`config.mk`:
```
export PLATFORM = sky130hd
export DESIGN_NAME = ffha_ram
export DESIGN_NICKNAME = d
export VERILOG_FILES = /design/src/hw/rtl/ffha_ram.sv
export SDC_FILE = /design/constraint.sdc
export NUM_CORES = 2
export LEC_CHECK = 0
export BUFFER_PORTS_ARGS = -buffer_cell sky130_fd_sc_hd__buf_4
export CORE_MARGIN = 2
export CORE_UTILIZATION = 24
export CTS_CLUSTER_SIZE = 10
export DETAILED_ROUTE_END_ITERATION = 12
export REMOVE_ABC_BUFFERS = 1
export SLEW_MARGIN = 20
export SYNTH_ARGS = -nofsm -noshare
export SYNTH_HDL_FRONTEND = slang
export SYNTH_SLANG_ARGS = --single-unit
export TNS_END_PERCENT = 50
```
`constraint.sdc`:
```
create_clock -name i_clk -period 2.9 [get_ports i_clk]
set_input_delay 0.145 -clock i_clk [delete_from_list [all_inputs] [get_ports i_clk]]
set_output_delay 0.145 -clock i_clk [all_outputs]
set_load 0.05 [all_outputs]
```
`src/hw/rtl/ffha_ram.sv`:
```
// ----------------------------------------------------------------------------
// ffha_ram
// Generic simple dual-port RAM: one write port, one read port, registered read.
// ----------------------------------------------------------------------------
module ffha_ram #(
    parameter int WIDTH = 8,
    parameter int DEPTH = 256
) (
    input  logic                     i_clk,
    input  logic                     i_we,
    input  logic [$clog2(DEPTH)-1:0] i_waddr,
    input  logic [WIDTH-1:0]         i_wdata,
    input  logic [$clog2(DEPTH)-1:0] i_raddr,
    output logic [WIDTH-1:0]         o_rdata
);
    logic [WIDTH-1:0] r_mem [DEPTH];
    logic [WIDTH-1:0] r_rdata;

    // Write and registered read
    always_ff @(posedge i_clk) begin
        if (i_we) begin
            r_mem[i_waddr] <= i_wdata;
        end
        r_rdata <= r_mem[i_raddr];
    end

    assign o_rdata = r_rdata;
endmodule

```
==> impl_metrics.tcl <==
set metrics [dict create \
    start_util_pct 24.11 \
    synth_edf_count 2048 \
    place_congestion 0.8158 \
    dp_hpwl_um 132100 \
    min_period_ns 2.746 \
    hold_viol 0 \
    hp-class "input pin to flip-flop" \
    final_nets 4336 \
    status "finished, final reports clean" \
    swShare_pct 21.57 \
    first_pass_iters 5 \
    drt_first_iter_violations 4322 \
    cpPeakStageDelay_ns 0.61 \
    reg2reg_to "o_rdata[6]" \
    postCtsSetupBuffers 0 \
    area_delta_synth_final_pct 19.54 \
    syn_inst 3733 \
    cts_root_buf "clkbuf_16" \
    synthFlopType "edfxtp_1" \
    p_per_area_mw_per_mm2 644.2 \
    cts.htree.levels 4 \
    power.internal_mw 48.05 \
    slew_headroom_pct 33.81 \
    worst_pin_slew_ns 0.9892 \
    track_usage_pct 12.06 \
    dr_wl_met2_um 101700 \
    avgSynthCellArea_um2 21.31 \
    synth_top_area_share_pct 77.30 \
    hold_end "r_mem[158][2]" \
    p_seq_share_pct 53.6 \
    dieArea_mm2 0.3361 \
    grt_pass1_vias 40910 \
    critPathKind "flip-flop to flip-flop" \
    async_flop_share_pct 0 \
    dp_slack_ns -0.4743 \
    final_util_pct 28.82 \
    m1WireLength_um 85290 \
    cts_sinks 2056 \
    routed_wl_um 208300 \
    slew_violations 0 \
    fp.dieH_um 579.7 \
    synth_area_leaders "edfxtp_1 77%, mux4_2 13%, mux2i_1 1.7%" \
    cts_buffers 226 \
    end_kind "flip-flop" \
    r2r_slack_ns 0.15 \
    fin_area_mm2 0.09510 \
    rows 211 \
    crit_path_cell_trace "mux4_2 -> a22o_1 -> a221oi_2 -> o32ai_2 -> nor3_1 -> buf_4 -> nor4_2" \
    crit_arrival_ns 3.42 \
    drv_cap 0 \
    p_total_mw 61.27 \
    portBuffers 33 \
    max_freq_ghz 0.3641 \
    peakVddDrop_v 0.0006698 \
    fin_crit_sh_pct 94.70 \
    die_x_um 579.7 \
    met3_length_um 15640 \
    yosysMostFrequentCell "edfxtp_1" \
    p_clk_share_pct 40.9 \
    cp_slowest_cell "nor3_1" \
    layout-drive-gt1-share_pct 29.67 \
    pin_count 34 \
    num_vias 40370 \
    critPathLaunchType "flip-flop" \
    setup_viol 0 \
    worstRegToRegCells 7 \
    grt_max_degree 118 \
    yosys_warnings 0 \
    clkSlewWorstSetupHoldPaths_ns 0.05 \
    p_comb_share_pct 5.5 \
    synthDistinctLibCells 55 \
    critPathRequiredTime_ns 3.57 \
    hold_start "i_waddr[2]" \
    clock_latency_ns 0.88 \
    path_max_fanout 1 \
    drc 0 \
    ys_seq_area_share_pct 77.50 \
    whs_ns 0.1112 \
    grt_pass1_wl_um 299100 \
    clk_path_buf_depth 3 \
    clock_skew_ns 0.06604 \
    setup_ws_ns 0.1538 \
    postPlaceCellArea_mm2 0.08875 \
    cts_tree "yes" \
    grt_overflow 0 \
    antenna_left 0 \
    via_per_inst 4.626 \
    hold_path_depth 4 \
    synthTopCellsByCount "2048 x edfxtp_1, 454 x mux4_2, 282 x nor2_1, 134 x mux2i_1, 133 x a22oi_1" \
    synth_top_area_cell "edfxtp_1" \
    worst-path-buf-inv 1 \
    r2r_start "r_mem[83][6]" \
    ys_ff_latch 2056 \
    post_drt_wl_per_cell_um 23.88 \
    p_leak_nw 29.52 \
    grt_antenna_before_repair 17 \
    p_switching_mw 13.21 \
    top_layer_used "met5" \
    critPathTopFamily "compound AO/OA/AOI/OAI gates" \
    syn_area_mm2 0.07956 \
    coreArea_mm2 0.3300 \
    rsz0062_at_grt "no" \
]
## worst max path at each step
stage            startpoint         end  slack, ns  cells past startpoint
6_report       r_mem[83][6]  o_rdata[6]       0.15                      7
5_1_grt        r_mem[83][6]  o_rdata[6]       0.15                      7
4_1_cts        r_mem[83][6]  o_rdata[6]       0.22                      7
3_5_place_dp     i_raddr[0]  o_rdata[7]      -0.47                     10
3_3_place_gp     i_raddr[0]  o_rdata[2]      -0.71                      8
2_1_floorplan    i_raddr[2]  o_rdata[6]       0.35                      6
## timing repair
item                                    4_1_cts  5_1_grt
endpoints found under the setup margin        1        0
hold endpoints to repair                    741        0
hold buffers                                 14        0
gates resized for setup                       1        0
## power by group through the flow
| stage | Combinational [mW] | Sequential (mW) | Clock (mW) |
|---|---|---|---|
| floorplan | 1.15 | 33.5 | 0 |
| global placement | 3.32 | 33.5 | 0 |
| detailed placement | 3.37 | 33.5 | 0 |
| CTS | 3.39 | 32.9 | 25.6 |
| global route | 3.54 | 32.8 | 26.6 |
| finish | 3.35 | 32.9 | 25.1 |
## logic make-up (layout without fill, tap and decap cells)
group / count (synthesis) / count (layout) / share of synthesized area (%)
AND/OR/NAND/NOR: 466 / 466 / 2.628
AO/OA/AOI/OAI: 385 / 385 / 3.419
buffers and inverters: 235 / 860 / 1.831
flip-flops: 2056 / 2056 / 77.50
multiplexers: 591 / 591 / 14.62
other: 0 / 2 / 0
## area by class of cell
| type | count | area [um2] |
|---|---|---|
| tap | 4366 | 5463 |
| multi-input combinational | 1442 | 16520 |
| inverter | 2 | 7.507 |
| clock buffer | 253 | 5757 |
| sequential | 2056 | 61660 |
| antenna | 2 | 5.005 |
| clock inverter | 23 | 446.7 |
| timing repair buffer | 582 | 5239 |
| fill | 32020 | 234900 |
## flip-flops by register name, summed over array words and instances (netlist names)
name     cells
r_mem     2048
o_rdata      8
## per-stage QoR
stage / cells / setup TNS [ns]
global placement: 8433 / -3.178
detailed placement: 8434 / -1.554
finish: 8726 / 0
global route: 8724 / 0
floorplan: 3500 / 0
CTS: 8724 / 0
## metal layers
metal  global-route usage (%)  vias up
met5                        0        -
met4                    3.650        6
met3                    2.188      312
met2                    19.85     1721
met1                    16.16    21600
li1                         -    16720
## tightest hold or removal path, cell delays in order
cell and delay (ns):
buf_4 0.16, nand3_1 0.21, nor2_1 0.07, buf_4 0.18
## layout by cell type (no fill, tap or decap), types with 17 or more instances in the layout
cell / count
clkbuf_1: 27
nor3_1: 22
edfxtp_1: 2048
mux2i_1: 134
o221ai_1: 46
nand3_1: 34
nand2_1: 33
nor2_1: 279
o22ai_1: 28
a21oi_1: 96
mux4_2: 454
nor4_1: 17
nor2b_1: 28
a22oi_1: 133
buf_4: 496
clkbuf_16: 226
buf_12: 61
Power figures use the tool's default switching activity.
